### src/hdl/tpcbd_pkg.sv
`default_nettype none
// ---------------------------------------------------------------------------
// tpcbd_pkg
// Shared types and constants of the two-pass city-block distance transform.
// ---------------------------------------------------------------------------
package tpcbd_pkg;

  localparam int DIST_W     = 8;
  localparam int CFG_DATA_W = 7;
  localparam int CFG_IDX_W  = 1;

  localparam int DEF_MAX_ROWS = 64;
  localparam int DEF_MAX_COLS = 64;

  localparam logic [CFG_DATA_W-1:0] SIZE_RESET = 7'd64;
  localparam logic [DIST_W-1:0]     DIST_SAT   = 8'd255;

  localparam logic [CFG_IDX_W-1:0] CFG_IMAGE_ROWS = 1'b0;
  localparam logic [CFG_IDX_W-1:0] CFG_IMAGE_COLS = 1'b1;

  localparam logic STATUS_OK        = 1'b0;
  localparam logic STATUS_NOT_READY = 1'b1;

  typedef enum logic {
    REQ_LOAD = 1'b0,
    REQ_READ = 1'b1
  } req_t;

  typedef struct packed {
    req_t req_type;
    logic pixel;
  } in_item_t;

  typedef struct packed {
    logic [DIST_W-1:0] distance;
    logic              last_flag;
    logic              status;
  } out_item_t;

endpackage
`default_nettype wire

### src/hdl/tpcbd_ctrl.sv
`default_nettype none
// ---------------------------------------------------------------------------
// tpcbd_ctrl
// Sequencer of the transform: forward pass on loads, backward pass sweep,
// readout, and the output register. Drives the store's ports.
// ---------------------------------------------------------------------------
module tpcbd_ctrl #(
  parameter int RI_W     = 6,
  parameter int CI_W     = 6,
  parameter int CN_W     = 7,
  parameter int ADDR_W   = 12
) (
  input  wire logic                          clk,
  input  wire logic                          rst_n,
  // sizes, settled from the configuration registers
  input  wire logic                          cfg_clear,
  input  wire logic [RI_W-1:0]               rows_m1,
  input  wire logic [CI_W-1:0]               cols_m1,
  input  wire logic [CN_W-1:0]               cols,
  input  wire logic [ADDR_W-1:0]             total_m1,
  input  wire logic [tpcbd_pkg::DIST_W-1:0]  cap,
  // item channels
  input  wire logic                          in_valid,
  output logic                               in_stall,
  input  wire tpcbd_pkg::in_item_t           in_item,
  output logic                               out_valid,
  input  wire logic                          out_stall,
  output tpcbd_pkg::out_item_t               out_item,
  // store ports
  output logic                               st_we,
  output logic      [ADDR_W-1:0]             st_waddr,
  output logic      [tpcbd_pkg::DIST_W-1:0]  st_wdata,
  output logic                               st_re_a,
  output logic      [ADDR_W-1:0]             st_raddr_a,
  input  wire logic [tpcbd_pkg::DIST_W-1:0]  st_rdata_a,
  output logic                               st_re_b,
  output logic      [ADDR_W-1:0]             st_raddr_b,
  input  wire logic [tpcbd_pkg::DIST_W-1:0]  st_rdata_b
);

  typedef enum logic [1:0] {
    ST_RUN,
    ST_WAIT,
    ST_BWD,
    ST_BLAST
  } state_t;

  typedef logic [tpcbd_pkg::DIST_W-1:0] dist_t;

  // min of two neighbours plus one, saturated at the cap
  function automatic dist_t relax(dist_t a, dist_t b, dist_t lim);
    dist_t                     m;
    logic [tpcbd_pkg::DIST_W:0] s;
    m = (a < b) ? a : b;
    s = {1'b0, m} + 1'b1;
    if (s > {1'b0, lim}) begin
      return lim;
    end
    return s[tpcbd_pkg::DIST_W-1:0];
  endfunction

  state_t            state_r;
  logic [ADDR_W-1:0] load_pos_r;
  logic [RI_W-1:0]   load_row_r;
  logic [CI_W-1:0]   load_col_r;
  logic [ADDR_W-1:0] read_pos_r;
  logic              done_r;

  // forward write stage
  logic              ws_valid_r;
  logic              ws_pix_r;
  logic              ws_row0_r;
  logic              ws_col0_r;
  logic [ADDR_W-1:0] ws_addr_r;

  // backward sweep position and its write stage
  logic [ADDR_W-1:0] bwd_pos_r;
  logic [RI_W-1:0]   bwd_row_r;
  logic [CI_W-1:0]   bwd_col_r;
  logic              bs_valid_r;
  logic              bs_lastrow_r;
  logic              bs_lastcol_r;
  logic [ADDR_W-1:0] bs_addr_r;

  // last value written, stands in for left, right and the one-column neighbour
  dist_t             prev_r;

  // readout stage waiting for the output register
  logic              rp_valid_r;
  logic              rp_nr_r;
  logic              rp_last_r;

  logic                 out_valid_r;
  tpcbd_pkg::out_item_t out_item_r;

  logic      acc;
  logic      acc_load;
  logic      acc_read;
  logic      rp_move;
  logic      cols_one;
  logic      load_last;
  logic      read_last;
  dist_t     top_v;
  dist_t     left_v;
  dist_t     fwd_v;
  dist_t     bottom_v;
  dist_t     right_v;
  dist_t     relaxed_v;
  dist_t     bwd_v;

  assign cols_one  = (cols_m1 == '0);
  assign rp_move   = rp_valid_r && (!out_valid_r || !out_stall);
  assign in_stall  = (state_r != ST_RUN) || (rp_valid_r && !rp_move);
  assign acc       = in_valid && !in_stall;
  assign acc_load  = acc && (in_item.req_type == tpcbd_pkg::REQ_LOAD);
  assign acc_read  = acc && (in_item.req_type == tpcbd_pkg::REQ_READ);
  assign load_last = (load_pos_r == total_m1);
  assign read_last = (read_pos_r == total_m1);

  always_comb begin
    top_v     = ws_row0_r ? cap : (cols_one ? prev_r : st_rdata_a);
    left_v    = ws_col0_r ? cap : prev_r;
    fwd_v     = ws_pix_r ? relax(top_v, left_v, cap) : '0;
    bottom_v  = bs_lastrow_r ? cap : (cols_one ? prev_r : st_rdata_b);
    right_v   = bs_lastcol_r ? cap : prev_r;
    relaxed_v = relax(bottom_v, right_v, cap);
    bwd_v     = (st_rdata_a < relaxed_v) ? st_rdata_a : relaxed_v;
  end

  always_comb begin
    st_we    = ws_valid_r || bs_valid_r;
    st_waddr = bs_valid_r ? bs_addr_r : ws_addr_r;
    st_wdata = bs_valid_r ? bwd_v : fwd_v;
    if (state_r == ST_BWD) begin
      st_re_a    = 1'b1;
      st_raddr_a = bwd_pos_r;
      st_re_b    = 1'b1;
      st_raddr_b = ADDR_W'(32'(bwd_pos_r) + 32'(cols));
    end else begin
      st_re_a    = acc_load;
      st_raddr_a = ADDR_W'(32'(load_pos_r) - 32'(cols));
      st_re_b    = acc_read && done_r;
      st_raddr_b = read_pos_r;
    end
  end

  always_ff @(posedge clk) begin
    if (!rst_n) begin
      state_r     <= ST_RUN;
      load_pos_r  <= '0;
      load_row_r  <= '0;
      load_col_r  <= '0;
      read_pos_r  <= '0;
      done_r      <= 1'b0;
      ws_valid_r  <= 1'b0;
      bs_valid_r  <= 1'b0;
      rp_valid_r  <= 1'b0;
      out_valid_r <= 1'b0;
    end else begin
      ws_valid_r <= acc_load;
      bs_valid_r <= (state_r == ST_BWD);

      if (acc_load) begin
        ws_pix_r  <= in_item.pixel;
        ws_row0_r <= (load_row_r == '0);
        ws_col0_r <= (load_col_r == '0);
        ws_addr_r <= load_pos_r;
        done_r    <= 1'b0;
        if (load_last) begin
          load_pos_r <= '0;
          load_row_r <= '0;
          load_col_r <= '0;
          bwd_pos_r  <= total_m1;
          bwd_row_r  <= rows_m1;
          bwd_col_r  <= cols_m1;
          state_r    <= ST_WAIT;
        end else begin
          load_pos_r <= load_pos_r + ADDR_W'(1);
          if (load_col_r == cols_m1) begin
            load_col_r <= '0;
            load_row_r <= load_row_r + RI_W'(1);
          end else begin
            load_col_r <= load_col_r + CI_W'(1);
          end
        end
      end

      if (ws_valid_r) begin
        prev_r <= fwd_v;
      end
      if (bs_valid_r) begin
        prev_r <= bwd_v;
      end

      unique case (state_r)
        ST_RUN: begin
        end
        ST_WAIT: begin
          // last pixel is being written, sweep starts next cycle
          state_r <= ST_BWD;
        end
        ST_BWD: begin
          bs_addr_r    <= bwd_pos_r;
          bs_lastrow_r <= (bwd_row_r == rows_m1);
          bs_lastcol_r <= (bwd_col_r == cols_m1);
          if (bwd_pos_r == '0) begin
            state_r <= ST_BLAST;
          end else begin
            bwd_pos_r <= bwd_pos_r - ADDR_W'(1);
            if (bwd_col_r == '0) begin
              bwd_col_r <= cols_m1;
              bwd_row_r <= bwd_row_r - RI_W'(1);
            end else begin
              bwd_col_r <= bwd_col_r - CI_W'(1);
            end
          end
        end
        ST_BLAST: begin
          done_r     <= 1'b1;
          read_pos_r <= '0;
          state_r    <= ST_RUN;
        end
        default: begin
          state_r <= ST_RUN;
        end
      endcase

      if (acc_read) begin
        rp_valid_r <= 1'b1;
        rp_nr_r    <= !done_r;
        rp_last_r  <= done_r && read_last;
        if (done_r) begin
          read_pos_r <= read_last ? '0 : read_pos_r + ADDR_W'(1);
        end
      end else if (rp_move) begin
        rp_valid_r <= 1'b0;
      end

      if (rp_move) begin
        out_valid_r          <= 1'b1;
        out_item_r.distance  <= rp_nr_r ? '0 : st_rdata_b;
        out_item_r.last_flag <= rp_last_r;
        out_item_r.status    <= rp_nr_r ? tpcbd_pkg::STATUS_NOT_READY
                                        : tpcbd_pkg::STATUS_OK;
      end else if (out_valid_r && !out_stall) begin
        out_valid_r <= 1'b0;
      end

      // a size write starts a fresh image
      if (cfg_clear) begin
        load_pos_r <= '0;
        load_row_r <= '0;
        load_col_r <= '0;
        read_pos_r <= '0;
        done_r     <= 1'b0;
        state_r    <= ST_RUN;
      end
    end
  end

  assign out_valid = out_valid_r;
  assign out_item  = out_item_r;

endmodule
`default_nettype wire

### config.mk
export PLATFORM = sky130hd
export DESIGN_NAME = tpcbd_ctrl
export DESIGN_NICKNAME = d
export VERILOG_FILES = /design/src/hdl/tpcbd_pkg.sv /design/src/hdl/tpcbd_ctrl.sv
export SDC_FILE = /design/constraint.sdc
export NUM_CORES = 1
export LEC_CHECK = 0
export BUFFER_PORTS_ARGS = -buffer_cell sky130_fd_sc_hd__buf_2
export CAP_MARGIN = 0
export CORE_ASPECT_RATIO = 0.6
export CORE_MARGIN = 2
export CORE_UTILIZATION = 50
export DETAILED_ROUTE_END_ITERATION = 6
export GPL_TIMING_DRIVEN = 1
export HOLD_SLACK_MARGIN = 0.1
export PLACE_DENSITY = 0.71
export SLEW_MARGIN = 20
export SYNTH_ARGS = -nofsm -noshare
export SYNTH_HDL_FRONTEND = slang
export SYNTH_SLANG_ARGS = --single-unit
### constraint.sdc
create_clock -name clk -period 12.8 [get_ports clk]
set_input_delay 0 -clock clk [delete_from_list [all_inputs] [get_ports clk]]
set_output_delay 0 -clock clk [all_outputs]
set_load 0.005 [all_outputs]
**After elaboration in Yosys (flattened, before gate mapping)**

Index checks and enable logic that the tools add are counted.

- Bits in registers: 116
- Input bits: 62
- Logic and storage cells: 144

- Add/sub/neg operators: 11
- Magnitude comparators: 5
- Eq/ne operators: 8
- Muxes and demuxes: 58
- Bitwise operators: 2
- Reduce and logical (&&, ||, !) cells: 34

Operator list:

| operator | count |
|---|---|
| $mux W12 | 12 |
| $mux W8 | 17 |
| $mux W6 | 14 |
| $add A12 B1 Y12 const B | 2 |
| $eq A12 B12 Y1 | 2 |
| $logic_not A6 Y1 | 4 |
| $lt A8 B8 Y1 | 3 |
| $add A8 B1 Y9 const B | 2 |
| $eq A6 B6 Y1 | 3 |
| $gt A9 B8 Y1 | 2 |
| $add A12 B7 Y12 | 1 |
| $add A6 B1 Y6 const B | 2 |
| $logic_not A12 Y1 | 1 |
| $reduce_and A2 Y1 | 6 |
| $reduce_bool A2 Y1 | 6 |
| $sub A12 B1 Y12 const B | 1 |
| $sub A12 B7 Y12 | 1 |
| $sub A6 B1 Y6 const B | 2 |
| $mux W1 | 11 |
| $logic_and A1 B1 Y1 | 8 |
| $mux W2 | 3 |
| $pmux W2 S3 | 1 |
| $logic_not A1 Y1 | 5 |
| $eq A2 B2 Y1 const B | 2 |
| other kinds (4) | 7 |

**Depth between registers and ports, before layout**

- Word-level depth: 13
- Depth in mapped cells: 37
- Gate-level depth less buffers: 32

**Worst setup path before layout**

No wires, ideal clock.

- Kind: reg-to-reg
- Start point: register bs_lastcol_r
- End point: register prev_r[4], data pin
- Arrival: 6.806 ns
- Data required time: 12.619 ns
- Path slack: 5.813 ns
- Cell stages (with the launch flop): 36
- Buffers on the path: 5
- Path through: edfxtp_1 clkbuf_1 clkbuf_1 mux2i_1 ha_1 nand4_1 nor3_1 and3_1 o211ai_1 nand2_1 clkbuf_1 nor2_1 a21oi_1 ha_1 inv_1 o311a_1 a221oi_1 ha_1 o21a_1 nor2_1 a211oi_1 o21ai_0 o211a_1 buf_6 mux2i_1 ha_1 a21o_1 a21oi_1 nor2_1 nor2_1 nand2_1 or2_2 o21a_1 buf_6 mux2_1 o22ai_1

- Cells in the longest elaborated chain, start to end: 10

RTL lines:

| element | line | source |
|---|---|---|
| start, declared | tpcbd_ctrl.sv:82 | `logic bs_lastcol_r;` |
| start signal, assigned | tpcbd_ctrl.sv:205 | `bs_lastcol_r <= (bwd_col_r == cols_m1);` |
| $mux W8 (*) | tpcbd_ctrl.sv:125 | `right_v = bs_lastcol_r ? cap : prev_r;` |
| $lt A8 B8 Y1 | tpcbd_ctrl.sv:54 | `m = (a < b) ? a : b;` |
| $mux W8 (*) | tpcbd_ctrl.sv:54 |  |
| $add A8 B1 Y9 (*) | tpcbd_ctrl.sv:55 | `s = {1'b0, m} + 1'b1;` |
| $gt A9 B8 Y1 | tpcbd_ctrl.sv:56 | `if (s > {1'b0, lim}) begin` |
| $mux W1 | tpcbd_ctrl.sv:56 |  |
| $mux W8 (*) | tpcbd_ctrl.sv:59 | `return s[tpcbd_pkg::DIST_W-1:0];` |
| $lt A8 B8 Y1 | tpcbd_ctrl.sv:127 | `bwd_v = (st_rdata_a < relaxed_v) ? st_rdata_a : relaxed_v;` |
| $mux W8 (*) | tpcbd_ctrl.sv:127 |  |
| $mux W8 (*) | tpcbd_ctrl.sv:191 | `if (bs_valid_r) begin` |
| end signal, assigned | tpcbd_ctrl.sv:189 | `prev_r <= fwd_v;` |
| end signal, assigned | tpcbd_ctrl.sv:192 | `prev_r <= bwd_v;` |
| end, declared | tpcbd_ctrl.sv:86 | `dist_t prev_r;` |

Every way passes the cells marked *; elsewhere a longest branch is shown, timed or not.
A chain may end at the register's enable or synchronous reset.

**Final worst setup path**

- Start point: input cols_m1[0]
- End point: output st_wdata[2] (netlist name)

- Cells in the longest elaborated chain, start to end: 12
- Elaborated cells on any way between the ends: 21
- Those cells by class: add/sub (2); order compare (5); mux (13); reduce/logical (1)

RTL lines:

| element | line | source |
|---|---|---|
| start, declared | tpcbd_ctrl.sv:18 | `input wire logic [CI_W-1:0] cols_m1,` |
| $logic_not A6 Y1 (*) | tpcbd_ctrl.sv:111 | `assign cols_one = (cols_m1 == '0);` |
| $mux W8 (2 in series) | tpcbd_ctrl.sv:124 | `bottom_v = bs_lastrow_r ? cap : (cols_one ? prev_r : st_rdata_b);` |
| $lt A8 B8 Y1 | tpcbd_ctrl.sv:54 |  |
| $mux W8 | tpcbd_ctrl.sv:54 |  |
| $add A8 B1 Y9 | tpcbd_ctrl.sv:55 |  |
| $gt A9 B8 Y1 | tpcbd_ctrl.sv:56 |  |
| $mux W1 | tpcbd_ctrl.sv:56 |  |
| $mux W8 | tpcbd_ctrl.sv:59 |  |
| $lt A8 B8 Y1 | tpcbd_ctrl.sv:127 |  |
| $mux W8 | tpcbd_ctrl.sv:127 |  |
| $mux W8 (*) | tpcbd_ctrl.sv:133 | `st_wdata = bs_valid_r ? bwd_v : fwd_v;` |
| end, declared | tpcbd_ctrl.sv:32 | `output logic [tpcbd_pkg::DIST_W-1:0] st_wdata,` |

Marks and branches as above.

==> metrics.md <==
| Metric | Value |
|---|---|
| Unrepaired setup endpoints after global routing | `false` |
| Post-Synthesis Cell Area | `between 9000 and 10,000 µm²` |
| Fmax achieved | `111 MHz` |
| Die ar. | `between 15,000 and 20,000 µm²` |
| Area contributors post-synth | `edfxtp_1 24%, dfxtp_1 9.4%, ha_1 8.3%` |
| Post-synthesis sequential area ratio | `approximately 33%` |
| Net Count, Synth | `1,190` |
| Leakage | `approximately 4.4 nW` |
| Startpoint Class | `input port` |
| Post-route setup TNS | `0 ns` |
| Clk sink count | `116` |
| Min Clock Period, post-route | `9.01 ns` |
| Initial Utilization | `about half` |
| Vias post-DR | `8,794` |
| Final Setup Violations | `0` |
| Status | `complete, no violations` |
| Crit path required time | `between 10 and 15 ns` |
| Worst r2r src | `bs_lastrow_r$_DFFE_PP_` |
| Final Max Slew Viols | `0` |
| Core area | `around 18,000 µm²` |
| Period Utilization, post-route | `70.4%` |
| FF-to-FF End | `prev_r[1]$_DFFE_PP_` |
| Least-Margin Pin Slew | `between 1 and 1.5 ns` |
| Pin count of the biggest net entering global routing | `40` |
| Vias in the first global route | `a little under 8,000` |
| Final Wtd Congestion | `between 0.9 and 1` |
| Clk root buf | `clkbuf_16` |
| Clk_lat worst skew | `0.42 ns` |
| Share of cells above drive strength 1 | `approximately 17%` |
| Reg2reg path depth | `30` |
| Critical path origin | `cols_m1[0]` |
| CP endpoint kind | `output port` |
| CTS tree | `built` |
| CP Capture Point | `st_wdata[2]` |
| Synth Warn # | `0` |
| Setup WS pre-CTS | `4.48 ns` |
| Initial antenna violation count | `1` |
| Pre-Repair DR Iteration Count | `5` |
| Filler cells | `around 1,600` |
| Drt drc | `0` |
| Worst rel slew slack | `a little under 30%` |
| Area grow syn2layout | `18.9%` |
| Synth unique cells | `79` |
| Clk slew on worst S/H paths | `~0.060 ns` |
| Global route overflow | `0` |
| Most frequent cell after synthesis | `nor2_1` |
| Final clock skew | `between 0.01 and 0.015 ns` |
| Worst-path fanout max | `22` |
| Vias per Instance | `around 6` |
| Post-placement cell count | `about 1,400` |
| Seq cells post-synth | `116` |
| Slowest stage delay, CP | `around 0.93 ns` |
| Worst hold path class | `in2reg` |
| R2r setup slk | `about 4.6 ns` |
| Total Routed Length | `between 20 and 30 mm` |
| Final ANT Viol Nets | `0` |
| Final hold violation count | `0` |
| Final WS setup | `between 3 and 4 ns` |
| Yosys top cell area share | `23.8%` |
| Post-DP HPWL | `about 22 mm` |
| Synth cell count leaders | `111 x nor2_1, 79 x nand2_1, 73 x edfxtp_1` |
| Total of max-cap violations | `0` |
| Fin area | `10,900 µm²` |
| Crit path DAT | `between 9 and 10 ns` |
| Largest area contributor in the netlist | `edfxtp_1` |
| Fin nets | `1,334` |
| Die Span Y | `109 µm` |
| H-tree depth | `4` |
| First-pass GRT wire length | `between 40 and 50 mm` |
| CTS Buf Count | `17` |
| Synth Area per Inst | `approximately 8.6 µm²` |
| EDFF count, synth | `73` |
| Num rows | `38` |
| Main synth FF type | `edfxtp_1` |
| Critical path class | `in2out` |
| Wirelength per Cell | `19.8 µm` |
| VDD IR max | `around 88 µV` |
| CP dominant cell by count | `ha_1` |
| Post-synthesis cell count | `between 1,000 and 1,500` |
| I/O Pins | `between 100 and 150` |
| Slowest-stage cell, CP | `nor4_4` |
| DRT iter0 DRCs | `948` |
| Ys async rst share | `0%` |
| Final std cells w/o fill | `1,463` |
| CTS max path bufs | `2` |
| Die X-Extent | `179 µm` |
| Final Total Pwr | `1.10 mW` |
| Global Route Usage Sum | `roughly 30%` |
| Pwr per Cell Area | `101 nW/µm²` |
| Dpl cell area | `between 9000 and 10,000 µm²` |
| I/O Buffers | `between 100 and 150` |
through the flow:
step                utilization [%]  hold slack [ns]
CTS                            60.5            0.121
global placement               55.2            0.183
detailed placement             55.2            0.179
finish                         60.6            0.166
floorplan                         -           0.0793
global route                   60.5            0.146
registers in the layout, indices dropped and copies added, names as in the netlist, 2 cells and up:
register / count
ws_addr_r: 12
bwd_pos_r: 12
bs_addr_r: 12
bwd_row_r: 6
load_row_r: 6
bwd_col_r: 6
load_pos_r: 12
prev_r: 8
read_pos_r: 12
state_r: 2
out_item: 10
load_col_r: 6
layer usage:
metal | up-vias | share of wire (%) | track usage (%)
met5 | - | 0 | 0
met4 | 0 | 0.95 | 5.07
met3 | 27 | 13 | 11.1
met2 | 480 | 38 | 39.4
met1 | 4102 | 48 | 46.6
li1 | 4185 | - | -
worst min-delay path by stage:
stage / start / endpoint / slack [ns] / cells after the start
finish: st_rdata_a[7] / prev_r[7]$_DFFE_PP_ / 0.17 / 3
global route: st_rdata_a[7] / prev_r[7]$_DFFE_PP_ / 0.15 / 3
CTS: st_rdata_a[7] / prev_r[7]$_DFFE_PP_ / 0.12 / 3
detailed placement: in_item[0] / ws_pix_r$_DFFE_PP_ / 0.18 / 1
global placement: in_item[0] / ws_pix_r$_DFFE_PP_ / 0.18 / 1
floorplan: in_item[1] / ws_valid_r$_SDFF_PN0_ / 0.08 / 1
cell type report:
class | instances | area [µm²] | share of cell area (%)
Inverter | 51 | 191 | 1.75
Tap cell | 240 | 300 | 2.74
Antenna cell | 1 | 2.50 | 0.0229
Timing Repair Buffer | 168 | 1060 | 9.67
Clock inverter | 10 | 70.1 | 0.640
Sequential cell | 116 | 3050 | 27.9
Multi-Input combinational cell | 855 | 5760 | 52.6
Clock buffer | 22 | 507 | 4.63
report_power, final:
part / internal [mW] / switching (mW)
logic: 0.0968 / 0.127
registers: 0.406 / 0.0111
clock network: 0.281 / 0.180
total: 0.784 / 0.318
critical path: cells and delay by family:
kind / cells / cell delay, ns
buf+inv: 4 / 1.01
mux: 2 / 0.73
simple gates: 9 / 2.11
fa+ha+maj: 4 / 1.28
compound gates: 14 / 3.87
logic make-up after synthesis:
logic type                 Yosys count  synth area share (%)
and+or+nand+nor                    401                  22.2
muxes                               52                  5.94
adders and majority gates           63                  8.73
DFF                                116                  33.2
AOI/OAI and AO/OA                  251                  17.3
buffers and inverters               94                  4.32
xor gates and xnor gates            88                  8.38
layout by cell type (no fill, tap or decap), drive strengths merged, types with 43 or more instances in the layout:
cell type	instances
buf	129
nor2	111
nand2	79
o21ai	77
edfxtp	73
a21oi	72
ha	61
xnor2	56
inv	52
dfxtp	43
timing repair:
item,in CTS,in global routing
gates resized for setup,0,0
buffers inserted,0,0
hold buffers,39,0
endpoints found under the hold margin,48,0
Note: power is estimated with default switching activity, not from simulation.
